**config.mk**
```make
export PLATFORM = sky130hd
export DESIGN_NAME = ansi_escape_sequence_parser
export DESIGN_NICKNAME = d
export VERILOG_FILES = /design/src/rtl/core/aesp_pkg.sv /design/src/rtl/core/ansi_escape_sequence_parser.sv /design/src/rtl/core/aesp_front.sv /design/src/rtl/core/aesp_queue.sv /design/src/rtl/core/aesp_back.sv
export SDC_FILE = /design/constraint.sdc
export NUM_CORES = 1
export LEC_CHECK = 0
export ABC_AREA = 1
export BUFFER_PORTS_ARGS = -buffer_cell sky130_fd_sc_hd__buf_2
export CORE_MARGIN = 4
export CORE_UTILIZATION = 60
export CTS_CLUSTER_DIAMETER = 30
export DETAILED_ROUTE_END_ITERATION = 6
export PLACE_DENSITY_LB_ADDON = 0.08
export SYNTH_ARGS = -nofsm -noshare
export SYNTH_HDL_FRONTEND = slang
export SYNTH_SLANG_ARGS = --single-unit
export TNS_END_PERCENT = 5
```
**constraint.sdc**
```tcl
create_clock -name clk -period 2.6 [get_ports clk]
set_input_delay 0.13 -clock clk [delete_from_list [all_inputs] [get_ports clk]]
set_output_delay 0.13 -clock clk [all_outputs]
set_load 0.01 [all_outputs]
```
**src/rtl/core/aesp_pkg.sv**
```systemverilog
// Shared types and codes for the ANSI escape sequence parser.
// Used by aesp_front, aesp_queue, aesp_back and the top level.
`default_nettype none

package aesp_pkg;

    localparam int QUEUE_DEPTH = 4;
    localparam int QUEUE_AW    = $clog2(QUEUE_DEPTH);

    // Byte classes, independent of parser state
    localparam logic [4:0] C_CANCEL   = 5'd0;   // anywhere to ground
    localparam logic [4:0] C_ANY_SOS  = 5'd1;   // C1 SOS/PM/APC
    localparam logic [4:0] C_ANY_ESC  = 5'd2;   // ESC
    localparam logic [4:0] C_ANY_DCS  = 5'd3;   // C1 DCS
    localparam logic [4:0] C_ANY_CSI  = 5'd4;   // C1 CSI
    localparam logic [4:0] C_ANY_OSC  = 5'd5;   // C1 OSC
    localparam logic [4:0] C_C0       = 5'd6;
    localparam logic [4:0] C_INTER    = 5'd7;   // 0x20-0x2f
    localparam logic [4:0] C_PARAM    = 5'd8;   // digits and ';'
    localparam logic [4:0] C_COLON    = 5'd9;
    localparam logic [4:0] C_PRIV     = 5'd10;  // 0x3c-0x3f
    localparam logic [4:0] C_FIN_P    = 5'd11;  // 'P'
    localparam logic [4:0] C_FIN_SOS  = 5'd12;  // 'X' '^' '_'
    localparam logic [4:0] C_FIN_CSI  = 5'd13;  // '['
    localparam logic [4:0] C_FIN_OSC  = 5'd14;  // ']'
    localparam logic [4:0] C_FINAL    = 5'd15;  // rest of 0x40-0x7e
    localparam logic [4:0] C_DEL      = 5'd16;
    localparam logic [4:0] C_HIGH     = 5'd17;  // 0xa0-0xff

    localparam logic [3:0] A_NONE     = 4'd0;
    localparam logic [3:0] A_EXEC     = 4'd1;
    localparam logic [3:0] A_PRINT    = 4'd2;
    localparam logic [3:0] A_CLEAR    = 4'd3;
    localparam logic [3:0] A_COLLECT  = 4'd4;
    localparam logic [3:0] A_PARAM    = 4'd5;
    localparam logic [3:0] A_ESCDISP  = 4'd6;
    localparam logic [3:0] A_CSIDISP  = 4'd7;
    localparam logic [3:0] A_HOOK     = 4'd8;
    localparam logic [3:0] A_PUT      = 4'd9;
    localparam logic [3:0] A_OSCSTART = 4'd10;
    localparam logic [3:0] A_OSCPUT   = 4'd11;

    localparam logic [3:0] S_GROUND    = 4'd0;
    localparam logic [3:0] S_ESC       = 4'd1;
    localparam logic [3:0] S_ESC_INT   = 4'd2;
    localparam logic [3:0] S_CSI_ENTRY = 4'd3;
    localparam logic [3:0] S_CSI_PARAM = 4'd4;
    localparam logic [3:0] S_CSI_INT   = 4'd5;
    localparam logic [3:0] S_CSI_IGN   = 4'd6;
    localparam logic [3:0] S_DCS_ENTRY = 4'd7;
    localparam logic [3:0] S_DCS_PARAM = 4'd8;
    localparam logic [3:0] S_DCS_INT   = 4'd9;
    localparam logic [3:0] S_DCS_PASS  = 4'd10;
    localparam logic [3:0] S_DCS_IGN   = 4'd11;
    localparam logic [3:0] S_OSC       = 4'd12;
    localparam logic [3:0] S_SOS       = 4'd13;

    typedef struct packed {
        logic [7:0] data;
        logic [4:0] cls;
    } entry_t;

endpackage

`default_nettype wire

```
**src/rtl/core/ansi_escape_sequence_parser.sv**
```systemverilog
// VT500-style escape sequence parser, top level.
// Depends on aesp_pkg, aesp_front, aesp_queue, aesp_back.
//
// Takes one terminal byte per transfer and returns one result per byte: the
// action it triggers, the byte itself and the parser state after it. The front
// end classifies each byte and writes it into a 4-entry queue; the back end
// runs the state machine and holds the result in an output register. The
// sustained rate is one byte per clock while the output side accepts; each
// byte passes through the queue and then the output register. Output
// stalls are absorbed by the queue and the output register, so input keeps
// flowing for up to five bytes while the output side is held.
`default_nettype none

module ansi_escape_sequence_parser (
    input  wire logic        clk,
    input  wire logic        rst_n,
    input  wire logic        s_axis_tvalid,
    output logic             s_axis_tready,
    input  wire logic [7:0]  s_axis_tdata,   // [7:0] byte_in
    output logic             m_axis_tvalid,
    input  wire logic        m_axis_tready,
    output logic [15:0]      m_axis_tdata    // [3:0] action, [11:4] byte_out,
                                             // [15:12] next_state
);

    aesp_pkg::entry_t     wr_entry;
    aesp_pkg::entry_t     rd_entry;
    logic                 q_push;
    logic                 q_pop;
    logic                 q_full;
    logic                 q_empty;

    aesp_front u_front (
        .s_axis_tvalid (s_axis_tvalid),
        .s_axis_tdata  (s_axis_tdata),
        .full          (q_full),
        .s_axis_tready (s_axis_tready),
        .push          (q_push),
        .entry         (wr_entry)
    );

    aesp_queue u_queue (
        .clk      (clk),
        .rst_n    (rst_n),
        .push     (q_push),
        .pop      (q_pop),
        .wr_entry (wr_entry),
        .rd_entry (rd_entry),
        .full     (q_full),
        .empty    (q_empty)
    );

    aesp_back u_back (
        .clk           (clk),
        .rst_n         (rst_n),
        .empty         (q_empty),
        .rd_entry      (rd_entry),
        .pop           (q_pop),
        .m_axis_tvalid (m_axis_tvalid),
        .m_axis_tready (m_axis_tready),
        .m_axis_tdata  (m_axis_tdata)
    );

endmodule

`default_nettype wire

```
**src/rtl/core/aesp_front.sv**
```systemverilog
// Front end: accepts input bytes and tags each with its byte class.
// Depends on aesp_pkg.
`default_nettype none

module aesp_front (
    input  wire logic            s_axis_tvalid,
    input  wire logic [7:0]      s_axis_tdata,
    input  wire logic            full,
    output logic                 s_axis_tready,
    output logic                 push,
    output aesp_pkg::entry_t     entry
);

    logic [7:0] b;
    logic [4:0] cls;

    assign b = s_axis_tdata;

    always_comb
    begin
        priority if (b == 8'h18 || b == 8'h1a || (b >= 8'h80 && b <= 8'h8f) ||
                     (b >= 8'h91 && b <= 8'h97) || b == 8'h99 || b == 8'h9a ||
                     b == 8'h9c)
            cls = aesp_pkg::C_CANCEL;
        else if (b == 8'h98 || b == 8'h9e || b == 8'h9f)
            cls = aesp_pkg::C_ANY_SOS;
        else if (b == 8'h1b)
            cls = aesp_pkg::C_ANY_ESC;
        else if (b == 8'h90)
            cls = aesp_pkg::C_ANY_DCS;
        else if (b == 8'h9b)
            cls = aesp_pkg::C_ANY_CSI;
        else if (b == 8'h9d)
            cls = aesp_pkg::C_ANY_OSC;
        else if (b < 8'h20)
            cls = aesp_pkg::C_C0;
        else if (b < 8'h30)
            cls = aesp_pkg::C_INTER;
        else if (b < 8'h3a || b == 8'h3b)
            cls = aesp_pkg::C_PARAM;
        else if (b == 8'h3a)
            cls = aesp_pkg::C_COLON;
        else if (b < 8'h40)
            cls = aesp_pkg::C_PRIV;
        else if (b == 8'h50)
            cls = aesp_pkg::C_FIN_P;
        else if (b == 8'h58 || b == 8'h5e || b == 8'h5f)
            cls = aesp_pkg::C_FIN_SOS;
        else if (b == 8'h5b)
            cls = aesp_pkg::C_FIN_CSI;
        else if (b == 8'h5d)
            cls = aesp_pkg::C_FIN_OSC;
        else if (b < 8'h7f)
            cls = aesp_pkg::C_FINAL;
        else if (b == 8'h7f)
            cls = aesp_pkg::C_DEL;
        else
            cls = aesp_pkg::C_HIGH;
    end

    assign s_axis_tready = !full;
    assign push          = s_axis_tvalid && !full;
    assign entry.data    = b;
    assign entry.cls     = cls;

endmodule

`default_nettype wire

```
**src/rtl/core/aesp_queue.sv**
```systemverilog
// Small FIFO of classified bytes between front and back.
// Depends on aesp_pkg.
`default_nettype none

module aesp_queue (
    input  wire logic                clk,
    input  wire logic                rst_n,
    input  wire logic                push,
    input  wire logic                pop,
    input  wire aesp_pkg::entry_t    wr_entry,
    output aesp_pkg::entry_t         rd_entry,
    output logic                     full,
    output logic                     empty
);

    localparam int AW = aesp_pkg::QUEUE_AW;

    aesp_pkg::entry_t slot_reg [aesp_pkg::QUEUE_DEPTH];
    logic [AW:0]      wr_ptr_reg, wr_ptr_next;
    logic [AW:0]      rd_ptr_reg, rd_ptr_next;

    assign empty = (wr_ptr_reg == rd_ptr_reg);
    assign full  = (wr_ptr_reg[AW] != rd_ptr_reg[AW]) &&
                   (wr_ptr_reg[AW-1:0] == rd_ptr_reg[AW-1:0]);

    assign rd_entry    = slot_reg[rd_ptr_reg[AW-1:0]];
    assign wr_ptr_next = wr_ptr_reg + (AW+1)'(push);
    assign rd_ptr_next = rd_ptr_reg + (AW+1)'(pop);

    always_ff @(posedge clk)
    begin
        if (push)
        begin
            slot_reg[wr_ptr_reg[AW-1:0]] <= wr_entry;
        end
    end

    always_ff @(posedge clk or negedge rst_n)
    begin
        if (!rst_n)
        begin
            wr_ptr_reg <= '0;
            rd_ptr_reg <= '0;
        end
        else
        begin
            wr_ptr_reg <= wr_ptr_next;
            rd_ptr_reg <= rd_ptr_next;
        end
    end

endmodule

`default_nettype wire

```
**src/rtl/core/aesp_back.sv**
```systemverilog
// Back end: parser state machine and registered result output.
// Depends on aesp_pkg.
`default_nettype none

module aesp_back (
    input  wire logic                clk,
    input  wire logic                rst_n,
    input  wire logic                empty,
    input  wire aesp_pkg::entry_t    rd_entry,
    output logic                     pop,
    output logic                     m_axis_tvalid,
    input  wire logic                m_axis_tready,
    output logic [15:0]              m_axis_tdata
);

    logic [3:0]  state_reg, state_next;
    logic        valid_reg, valid_next;
    logic [15:0] data_reg;
    logic [3:0]  act;
    logic [3:0]  st;
    logic [4:0]  c;
    logic        fin;
    logic        prn;

    assign c   = rd_entry.cls;
    assign fin = (c == aesp_pkg::C_FIN_P) || (c == aesp_pkg::C_FIN_SOS) ||
                 (c == aesp_pkg::C_FIN_CSI) || (c == aesp_pkg::C_FIN_OSC) ||
                 (c == aesp_pkg::C_FINAL);
    // 0x20-0x7f
    assign prn = fin || (c == aesp_pkg::C_INTER) || (c == aesp_pkg::C_PARAM) ||
                 (c == aesp_pkg::C_COLON) || (c == aesp_pkg::C_PRIV) ||
                 (c == aesp_pkg::C_DEL);

    always_comb
    begin
        act = aesp_pkg::A_NONE;
        st  = state_reg;
        priority if (c == aesp_pkg::C_CANCEL)
            st = aesp_pkg::S_GROUND;
        else if (c == aesp_pkg::C_ANY_SOS)
            st = aesp_pkg::S_SOS;
        else if (c == aesp_pkg::C_ANY_ESC)
        begin
            st = aesp_pkg::S_ESC; act = aesp_pkg::A_CLEAR;
        end
        else if (c == aesp_pkg::C_ANY_DCS)
        begin
            st = aesp_pkg::S_DCS_ENTRY; act = aesp_pkg::A_CLEAR;
        end
        else if (c == aesp_pkg::C_ANY_CSI)
        begin
            st = aesp_pkg::S_CSI_ENTRY; act = aesp_pkg::A_CLEAR;
        end
        else if (c == aesp_pkg::C_ANY_OSC)
        begin
            st = aesp_pkg::S_OSC; act = aesp_pkg::A_OSCSTART;
        end
        else
        begin
            unique case (state_reg)
                aesp_pkg::S_GROUND:
                begin
                    if (c == aesp_pkg::C_C0) act = aesp_pkg::A_EXEC;
                    else if (prn)            act = aesp_pkg::A_PRINT;
                end
                aesp_pkg::S_OSC:
                begin
                    if (prn) act = aesp_pkg::A_OSCPUT;
                end
                aesp_pkg::S_ESC:
                begin
                    if (c == aesp_pkg::C_C0) act = aesp_pkg::A_EXEC;
                    else if (c == aesp_pkg::C_FIN_SOS) st = aesp_pkg::S_SOS;
                    else if (c == aesp_pkg::C_FIN_P)
                    begin
                        act = aesp_pkg::A_CLEAR; st = aesp_pkg::S_DCS_ENTRY;
                    end
                    else if (c == aesp_pkg::C_FIN_CSI)
                    begin
                        act = aesp_pkg::A_CLEAR; st = aesp_pkg::S_CSI_ENTRY;
                    end
                    else if (c == aesp_pkg::C_FIN_OSC)
                    begin
                        act = aesp_pkg::A_OSCSTART; st = aesp_pkg::S_OSC;
                    end
                    else if (c == aesp_pkg::C_INTER)
                    begin
                        act = aesp_pkg::A_COLLECT; st = aesp_pkg::S_ESC_INT;
                    end
                    else if (fin || c == aesp_pkg::C_PARAM || c == aesp_pkg::C_COLON ||
                             c == aesp_pkg::C_PRIV)
                    begin
                        act = aesp_pkg::A_ESCDISP; st = aesp_pkg::S_GROUND;
                    end
                end
                aesp_pkg::S_ESC_INT:
                begin
                    if (c == aesp_pkg::C_C0) act = aesp_pkg::A_EXEC;
                    else if (c == aesp_pkg::C_INTER)  act = aesp_pkg::A_COLLECT;
                    else if (fin || c == aesp_pkg::C_PARAM || c == aesp_pkg::C_COLON ||
                             c == aesp_pkg::C_PRIV)
                    begin
                        act = aesp_pkg::A_ESCDISP; st = aesp_pkg::S_GROUND;
                    end
                end
                aesp_pkg::S_CSI_ENTRY:
                begin
                    if (c == aesp_pkg::C_C0) act = aesp_pkg::A_EXEC;
                    else if (c == aesp_pkg::C_PARAM)
                    begin
                        act = aesp_pkg::A_PARAM; st = aesp_pkg::S_CSI_PARAM;
                    end
                    else if (c == aesp_pkg::C_PRIV)
                    begin
                        act = aesp_pkg::A_COLLECT; st = aesp_pkg::S_CSI_PARAM;
                    end
                    else if (c == aesp_pkg::C_COLON) st = aesp_pkg::S_CSI_IGN;
                    else if (c == aesp_pkg::C_INTER)
                    begin
                        act = aesp_pkg::A_COLLECT; st = aesp_pkg::S_CSI_INT;
                    end
                    else if (fin)
                    begin
                        act = aesp_pkg::A_CSIDISP; st = aesp_pkg::S_GROUND;
                    end
                end
                aesp_pkg::S_CSI_PARAM:
                begin
                    if (c == aesp_pkg::C_C0) act = aesp_pkg::A_EXEC;
                    else if (c == aesp_pkg::C_PARAM)  act = aesp_pkg::A_PARAM;
                    else if (c == aesp_pkg::C_COLON || c == aesp_pkg::C_PRIV)
                        st = aesp_pkg::S_CSI_IGN;
                    else if (c == aesp_pkg::C_INTER)
                    begin
                        act = aesp_pkg::A_COLLECT; st = aesp_pkg::S_CSI_INT;
                    end
                    else if (fin)
                    begin
                        act = aesp_pkg::A_CSIDISP; st = aesp_pkg::S_GROUND;
                    end
                end
                aesp_pkg::S_CSI_INT:
                begin
                    if (c == aesp_pkg::C_C0) act = aesp_pkg::A_EXEC;
                    else if (c == aesp_pkg::C_INTER)  act = aesp_pkg::A_COLLECT;
                    else if (c == aesp_pkg::C_PARAM || c == aesp_pkg::C_COLON ||
                             c == aesp_pkg::C_PRIV)
                        st = aesp_pkg::S_CSI_IGN;
                    else if (fin)
                    begin
                        act = aesp_pkg::A_CSIDISP; st = aesp_pkg::S_GROUND;
                    end
                end
                aesp_pkg::S_CSI_IGN:
                begin
                    if (c == aesp_pkg::C_C0) act = aesp_pkg::A_EXEC;
                    else if (fin)            st  = aesp_pkg::S_GROUND;
                end
                aesp_pkg::S_DCS_ENTRY:
                begin
                    if (c == aesp_pkg::C_INTER)
                    begin
                        act = aesp_pkg::A_COLLECT; st = aesp_pkg::S_DCS_INT;
                    end
                    else if (c == aesp_pkg::C_PARAM)
                    begin
                        act = aesp_pkg::A_PARAM; st = aesp_pkg::S_DCS_PARAM;
                    end
                    else if (c == aesp_pkg::C_PRIV)
                    begin
                        act = aesp_pkg::A_COLLECT; st = aesp_pkg::S_DCS_PARAM;
                    end
                    else if (c == aesp_pkg::C_COLON) st = aesp_pkg::S_DCS_IGN;
                    else if (fin)
                    begin
                        act = aesp_pkg::A_HOOK; st = aesp_pkg::S_DCS_PASS;
                    end
                end
                aesp_pkg::S_DCS_PARAM:
                begin
                    if (c == aesp_pkg::C_PARAM) act = aesp_pkg::A_PARAM;
                    else if (c == aesp_pkg::C_COLON || c == aesp_pkg::C_PRIV)
                        st = aesp_pkg::S_DCS_IGN;
                    else if (c == aesp_pkg::C_INTER)
                    begin
                        act = aesp_pkg::A_COLLECT; st = aesp_pkg::S_DCS_INT;
                    end
                    else if (fin)
                    begin
                        act = aesp_pkg::A_HOOK; st = aesp_pkg::S_DCS_PASS;
                    end
                end
                aesp_pkg::S_DCS_INT:
                begin
                    if (c == aesp_pkg::C_INTER) act = aesp_pkg::A_COLLECT;
                    else if (c == aesp_pkg::C_PARAM || c == aesp_pkg::C_COLON ||
                             c == aesp_pkg::C_PRIV)
                        st = aesp_pkg::S_DCS_IGN;
                    else if (fin)
                    begin
                        act = aesp_pkg::A_HOOK; st = aesp_pkg::S_DCS_PASS;
                    end
                end
                aesp_pkg::S_DCS_PASS:
                begin
                    // DEL is dropped in passthrough
                    if (c == aesp_pkg::C_C0 || (prn && c != aesp_pkg::C_DEL))
                        act = aesp_pkg::A_PUT;
                end
                default:
                begin
                    // dcs ignore, sos/pm/apc and unused codes hold
                end
            endcase
        end
    end

    // Output register drains or is empty: take the next queued byte
    assign pop        = !empty && (!valid_reg || m_axis_tready);
    assign valid_next = pop || (valid_reg && !m_axis_tready);
    assign state_next = pop ? st : state_reg;

    always_ff @(posedge clk)
    begin
        if (pop)
        begin
            data_reg <= {st, rd_entry.data, act};
        end
    end

    always_ff @(posedge clk or negedge rst_n)
    begin
        if (!rst_n)
        begin
            state_reg <= aesp_pkg::S_GROUND;
            valid_reg <= 1'b0;
        end
        else
        begin
            state_reg <= state_next;
            valid_reg <= valid_next;
        end
    end

    assign m_axis_tvalid = valid_reg;
    assign m_axis_tdata  = data_reg;

endmodule

`default_nettype wire

```
### Yosys cells after proc, flatten, opt, wreduce, memory -nomap -nowiden

Memories as Yosys holds them, arrays and structs flattened.
Index checks and enable logic that the tools add are counted.

| storage, ports and cells | value |
|---|---|
| register bits after elaboration | 27 |
| memory bits (writable) | 52 |
| input bits | 12 |
| output and inout bits | 18 |
| memories | 1 |

| operators by class | value |
|---|---|
| add/subtract/negate cells | 2 |
| $lt $le $gt $ge | 9 |
| equality and inequality tests | 52 |
| multiplexer cells | 98 |
| reductions and logical operators | 45 |

Memory list:

| memory | words | width | read ports | clocked after Yosys merged registers in | write ports | line | source |
|---|---|---|---|---|---|---|---|
| u_queue.slot_reg | 4 | 13 | 1 | 0 | 1 | aesp_queue.sv:18 | `aesp_pkg::entry_t slot_reg [aesp_pkg::QUEUE_DEPTH];` |

Operator list:

| operator | count |
|---|---|
| 2-to-1 mux 4 bit | 69 |
| 2-to-1 mux 5 bit | 16 |
| equality test 8 bit, second input constant | 9 |
| equality test 8 x 7 -> 1 bit, second input constant | 7 |
| one-hot mux 4 bit (12 select lines) | 1 |
| equality test 5 x 4 -> 1 bit, second input constant | 8 |
| one-hot mux 4 bit (9 select lines) | 1 |
| logical OR 1 bit | 29 |
| equality test 8 x 5 -> 1 bit, second input constant | 3 |
| less-than comparator 8 x 6 -> 1 bit, second input constant | 3 |
| equality test 5 x 3 -> 1 bit, second input constant | 4 |
| equality test 4 x 3 -> 1 bit, second input constant | 4 |
| equality test 4 bit, second input constant | 4 |
| equality test 8 x 6 -> 1 bit, second input constant | 2 |
| greater-or-equal comparator 8 bit, second input constant | 2 |
| less-or-equal comparator 8 bit, second input constant | 2 |
| less-than comparator 8 x 7 -> 1 bit, second input constant | 2 |
| equality test 5 x 2 -> 1 bit, second input constant | 2 |
| 2-to-1 mux 3 bit | 3 |
| equality test 4 x 2 -> 1 bit, second input constant | 2 |
| 2-to-1 mux 2 bit | 4 |
| logical AND 1 bit | 7 |
| adder 3 x 1 -> 3 bit | 2 |
| OR reduction 6 bit | 1 |
| 13 further kinds | 19 |

### Logic depth before layout (Yosys ltp)

An unclocked memory read counts as a cell.

| logic depth | value |
|---|---|
| depth after elaboration | 23 |
| gate-level depth with buffers | 20 |

### Modules after synthesis

A second synthesis with hierarchy kept.

| unflattened totals | value |
|---|---|
| cells, all modules | 522 |
| area total of the unflattened synthesis | 4534.3 µm² |

By module, submodules not included:

| module | instances | cells an instance | area an instance (µm²) | seq. area each (µm²) |
|---|---|---|---|---|
| aesp_queue | 1 | 180 | 2433.6 | 1711.6 |
| aesp_back | 1 | 243 | 1641.6 | 605.6 |
| aesp_front | 1 | 99 | 459.2 | 0.0 |

### Worst setup path after synthesis

OpenSTA, ideal clock, no wires.

| timing | value |
|---|---|
| path kind | register to register |
| start | register u_queue.rd_ptr_reg[1] |
| end | memory u_queue.slot_reg[0][0] (netlist bit) (enable) |
| setup time | 0.400 ns |
| arrival time | 2.043 ns |
| data required time | 2.200 ns |
| setup slack | 0.158 ns |
| cell stages (with the launch flop) | 7 |
| buffers on the path | 2 |
| clock period less this slack | 2.442 ns |
| cells stage by stage | dfrtp_1 -> buf_4 -> buf_2 -> xnor2_1 -> nand3b_1 -> nand2_1 -> nor3_1 |

| on the way | value |
|---|---|
| longest elaborated chain between the ends | 6 |

RTL lines:

| item | line | source |
|---|---|---|
| start: declaration | aesp_queue.sv:20 | `logic [AW:0] rd_ptr_reg, rd_ptr_next;` |
| start signal: assignment | aesp_queue.sv:48 | `rd_ptr_reg <= rd_ptr_next;` |
| equality test 2 bit | aesp_queue.sv:24 | `(wr_ptr_reg[AW-1:0] == rd_ptr_reg[AW-1:0]);` |
| logical AND 1 bit | aesp_queue.sv:23 | `assign full = (wr_ptr_reg[AW] != rd_ptr_reg[AW]) &&` |
| logical NOT 1 bit | - |  |
| net s_axis_tready | ansi_escape_sequence_parser.sv:18 | `output logic s_axis_tready,` |
| logical AND 1 bit | aesp_front.sv:62 | `assign push = s_axis_tvalid && !full;` |
| 2-to-1 mux 1 bit | aesp_queue.sv:32 | `if (push)` |
| 2-to-1 mux 1 bit (not written as such) | aesp_queue.sv:34 | `slot_reg[wr_ptr_reg[AW-1:0]] <= wr_entry;` |
| end: declaration | aesp_queue.sv:18 |  |

The timed path passes the listed nets, and every way through them passes these cells.

### Final worst setup path

| timing | value |
|---|---|
| start | register u_queue.rd_ptr_reg[0] |
| end | register u_back.data_reg[1] (netlist: u_back.m_axis_tdata[1]), data pin |

| on the way | value |
|---|---|
| longest elaborated chain between the ends | 21 |
| elaborated cells on any way between the ends | 71 |
| those cells by class | 16 x eq/ne; 37 x mux; 17 x reduce/logical; 1 x memory |

RTL lines:

| item | line | source |
|---|---|---|
| memory read (4 x 13 bit) * | - |  |
| equality test 5 x 4 -> 1 bit, on equally long branches | aesp_back.sv:26, aesp_back.sv:74, aesp_back.sv:73 |  |
| logical OR 1 bit (2 in a row) | aesp_back.sv:26 | `assign fin = (c == aesp_pkg::C_FIN_P) \|\| (c == aesp_pkg::C_FIN_SOS) \|\|` |
| logical OR 1 bit (2 in a row) | aesp_back.sv:27 | `(c == aesp_pkg::C_FIN_CSI) \|\| (c == aesp_pkg::C_FIN_OSC) \|\|` |
| logical OR 1 bit (3 in a row) | aesp_back.sv:90, aesp_back.sv:100 |  |
| 2-to-1 mux 3 bit | aesp_back.sv:90, aesp_back.sv:100 |  |
| 2-to-1 mux 4 bit | aesp_back.sv:86 | `else if (c == aesp_pkg::C_INTER)` |
| 2-to-1 mux 4 bit | aesp_back.sv:82 | `else if (c == aesp_pkg::C_FIN_OSC)` |
| 2-to-1 mux 4 bit | aesp_back.sv:78 | `else if (c == aesp_pkg::C_FIN_CSI)` |
| 2-to-1 mux 4 bit | aesp_back.sv:74 | `else if (c == aesp_pkg::C_FIN_P)` |
| 2-to-1 mux 4 bit | aesp_back.sv:73 | `else if (c == aesp_pkg::C_FIN_SOS) st = aesp_pkg::S_SOS;` |
| 2-to-1 mux 4 bit | aesp_back.sv:72 | `if (c == aesp_pkg::C_C0) act = aesp_pkg::A_EXEC;` |
| one-hot mux 4 bit (12 select lines) | aesp_back.sv:60 | `unique case (state_reg)` |
| 2-to-1 mux 4 bit | aesp_back.sv:54 | `else if (c == aesp_pkg::C_ANY_OSC)` |
| 2-to-1 mux 2 bit | aesp_back.sv:50 | `else if (c == aesp_pkg::C_ANY_CSI)` |
| 2-to-1 mux 2 bit | aesp_back.sv:46 | `else if (c == aesp_pkg::C_ANY_DCS)` |
| 2-to-1 mux 2 bit | aesp_back.sv:42 | `else if (c == aesp_pkg::C_ANY_ESC)` |
| end signal: assignment | aesp_back.sv:227 | `data_reg <= {st, rd_entry.data, act};` |
| end: declaration | aesp_back.sv:18 | `logic [15:0] data_reg;` |

Every way passes the cells marked *; elsewhere a longest branch is shown, timed or not.
A chain may end at the register's enable or synchronous reset.

==> reports/metrics.yaml <==
nNetsFinal: 538
numCtsBuffers: 9
ir_drop_uv: 943
dr.pass1.iters: 5
fin_crit_sh_pct: 93.4
rows: 30
grt_overflow: 0
diodes: 0
r2r_slack_ns: 0.17
drt_iter0_markers: 320
grt_pass1_wl_um: 16200
dp.cells: 605
drv_slew: 0
tns_ns: 0
chipWidth_um: 93.3
io_pins: 30
cts.sinks: 79
multi_input_area_um2: 1750
synth-edff-count: 68
synth_area_leader_cell: "edfxtp_1"
p_total_w: 0.00633
power_density_nw_per_um2: 1280
ys_seq_elements: 79
synth_cells: 476
via_per_inst: 5.78
syn_avg_cell_area_um2: 9.18
synth_top_cell_area_share_pct: 46.7
numPortBuffers: 29
critPathArrivalTime_ns: 2.52
leakage_nw: 2.17
timing.rr.end: "u_back.m_axis_tdata[1]$_SDFFCE_PP0P_"
synth_nets: 492
synthArstFlopShare_pct: 13.9
regToRegStartpoint: "u_queue.rd_ptr_reg[0]$_DFF_PN0_"
finClkSkew_ns: 0.0154
setup_violations: 0
grt_start_max_net_pins: 30
routed_wl_um: 10000
gp_congestion: 1.00
clk-insertion-delay-late_ns: 0.35
grt.busiest_layer: "met2"
drtAntennaViolNets: 0
fp.dieH_um: 93.3
maxSlewHeadroom_pct: 62.4
ys.flop_type: "edfxtp_1"
synth_cell_types: 44
met3_usage_pct: 4.02
grtUsageMet2_pct: 39.7
hold_end: "u_queue.slot_reg[3][9]$_DFFE_PP_"
core_area_um2: 6940
antenna_found_initial: 0
syn-cell-area_um2: 4370
layout-drive-gt1-share_pct: 18.4
worstSetupPathType: "reg -> reg"
largest_register_ffs: 52
cts_tree: "built"
stdcell_area_um2: 4940
avgRoutedWirePerCell_um: 16.1
area_delta_synth_final_pct: 13.0
grt_usage_pct: 24.0
clk_pin_slew_ns: 0.09
die_area_um2: 8710
worst_pin_slew_ns: 0.559
instances_no_fill: 623
timing.fmax_mhz: 412
synth-seq-area-share_pct: 53.0
place_hpwl_um: 7300
htreeDepth: 3
worstPathMaxFanout: 15
run_status: "finished clean"
cts_root_buf: "clkbuf_8"
grt_pass1_vias: 3369
place_area_um2: 4680
rsz0062_at_grt: "true"
worstHoldPathCells: 1
ff2ff_path_depth: 12
hold_class: "in -> reg"
cp-start-kind: "flop"
synth.area.top_cells: "edfxtp_1, nand2_1, dfrtp_1"
post-route-drc-count: 0
period_needed_ns: 2.43
regArea_um2: 2320
hp-start: "s_axis_tdata[4]"
maxCapViolCount: 0
hold_violations: 0
cts.path.max_buffers: 2
yosysWarningCount: 0
vias: 3601
initial_utilization_pct: 62.9
cp.required_ns: 2.69
fillers: 529
end_kind: "flop"
grtUsageMet1_pct: 33.2
## critical path, cell delays in order, from the launching register on
cell	delay [ns]
dfrtp_1	0.41
inv_2	0.23
buf_4	0.25
nand2_1	0.08
nand3_2	0.08
nand2_4	0.09
nand3_4	0.16
nor2_8	0.07
nor2_2	0.14
o21ai_0	0.15
a32o_1	0.25
a21oi_1	0.15
nand4_1	0.09
## synth_stat cells (4+ instances only)
| library cell | number |
|---|---|
| a21oi_1 | 15 |
| dfrtp_1 | 11 |
| edfxtp_1 | 68 |
| ha_1 | 4 |
| inv_1 | 52 |
| inv_2 | 6 |
| nand2_1 | 93 |
| nand2_2 | 8 |
| nand2_4 | 7 |
| nand3_1 | 31 |
| nand4_1 | 11 |
| nor2_1 | 61 |
| nor3_1 | 10 |
| o21ai_0 | 32 |
| o21ai_1 | 5 |
| o22ai_1 | 13 |
## final cells by class
cell class                      instances  share of cell area, %
Timing Repair Buffer                   44                   5.65
Tap cell                               96                   2.43
Inverter                               61                   4.79
Multi-Input combinational cell        327                   35.4
Clock inverter                          7                   2.28
Clock buffer                            9                   2.51
Sequential cell                        79                   46.9
## cells by family (layout without fill, tap and decap cells)
kind of cell / Yosys count / count (layout) / share of synthesized area [%]
fa+ha+maj: 4 / 4 / 1.15
compound gates: 82 / 82 / 10.9
xor+xnor: 5 / 5 / 1.00
flops: 79 / 79 / 53.0
simple gates: 236 / 236 / 26.8
buf+inv: 70 / 121 / 7.10
## layer usage
layer	share of wire (%)	wire length (µm)
met2	47	4750
met4	1.2	123
met5	0	0
met1	43	4350
met3	8.1	812
## cell usage in the layout, fill, tap and decap left out, types with 11 or more instances in the layout
cell type,synthesis,routed
nand2_1,93,93
edfxtp_1,68,68
nor2_1,61,61
inv_1,52,52
o21ai_0,32,32
nand3_1,31,31
buf_2,1,29
a21oi_1,15,15
o22ai_1,13,13
nand4_1,11,11
buf_4,2,11
dfrtp_1,11,11
## how the worst max path moves through the flow
stage / slack, ns / to / startpoint / cells after the start
floorplan: 0.16 / u_queue.slot_reg[0][0]$_DFFE_PP_ / u_queue.rd_ptr_reg[1]$_DFF_PN0_ / 6
global placement: 0.22 / u_back.m_axis_tdata[14]$_DFFE_PP_ / u_queue.rd_ptr_reg[0]$_DFF_PN0_ / 15
detailed placement: 0.21 / u_back.m_axis_tdata[2]$_SDFFCE_PP0P_ / u_queue.rd_ptr_reg[0]$_DFF_PN0_ / 14
CTS: 0.18 / u_back.m_axis_tdata[2]$_SDFFCE_PP0P_ / u_queue.rd_ptr_reg[0]$_DFF_PN0_ / 14
global route: -0.04 / u_back.m_axis_tdata[13]$_DFFE_PP_ / u_queue.rd_ptr_reg[0]$_DFF_PN0_ / 16
finish: 0.17 / u_back.m_axis_tdata[1]$_SDFFCE_PP0P_ / u_queue.rd_ptr_reg[0]$_DFF_PN0_ / 12
## where the power goes
| group | total [W] | leakage [nW] | internal, W | switching (W) |
|---|---|---|---|---|
| Sequential | 0.00210 | 0.768 | 0.00192 | 0.000183 |
| Clock | 0.00105 | 0.115 | 0.000562 | 0.000488 |
| Combinational | 0.00318 | 1.29 | 0.00103 | 0.00215 |
| Total | 0.00633 | 2.17 | 0.00351 | 0.00282 |
## metrics by stage
| step | setup WS, ns | util (%) | hold slack (ns) |
|---|---|---|---|
| 2_1_floorplan | 0.158 | - | -0.166 |
| 3_3_place_gp | 0.221 | 67.4 | 0.0266 |
| 3_5_place_dp | 0.206 | 67.4 | 0.0308 |
| 4_1_cts | 0.179 | 71.0 | 0.0348 |
| 5_1_grt | -0.0385 | 71.1 | 0.0440 |
| 6_report | 0.170 | 71.1 | 0.0482 |
## what timing repair did
item	CTS	global route
setup endpoints to repair	0	5
hold endpoints to repair	12	0
hold buffers	2	0
buffers inserted	0	0
gates resized for setup	0	1
(Power assumes the default switching activity.)
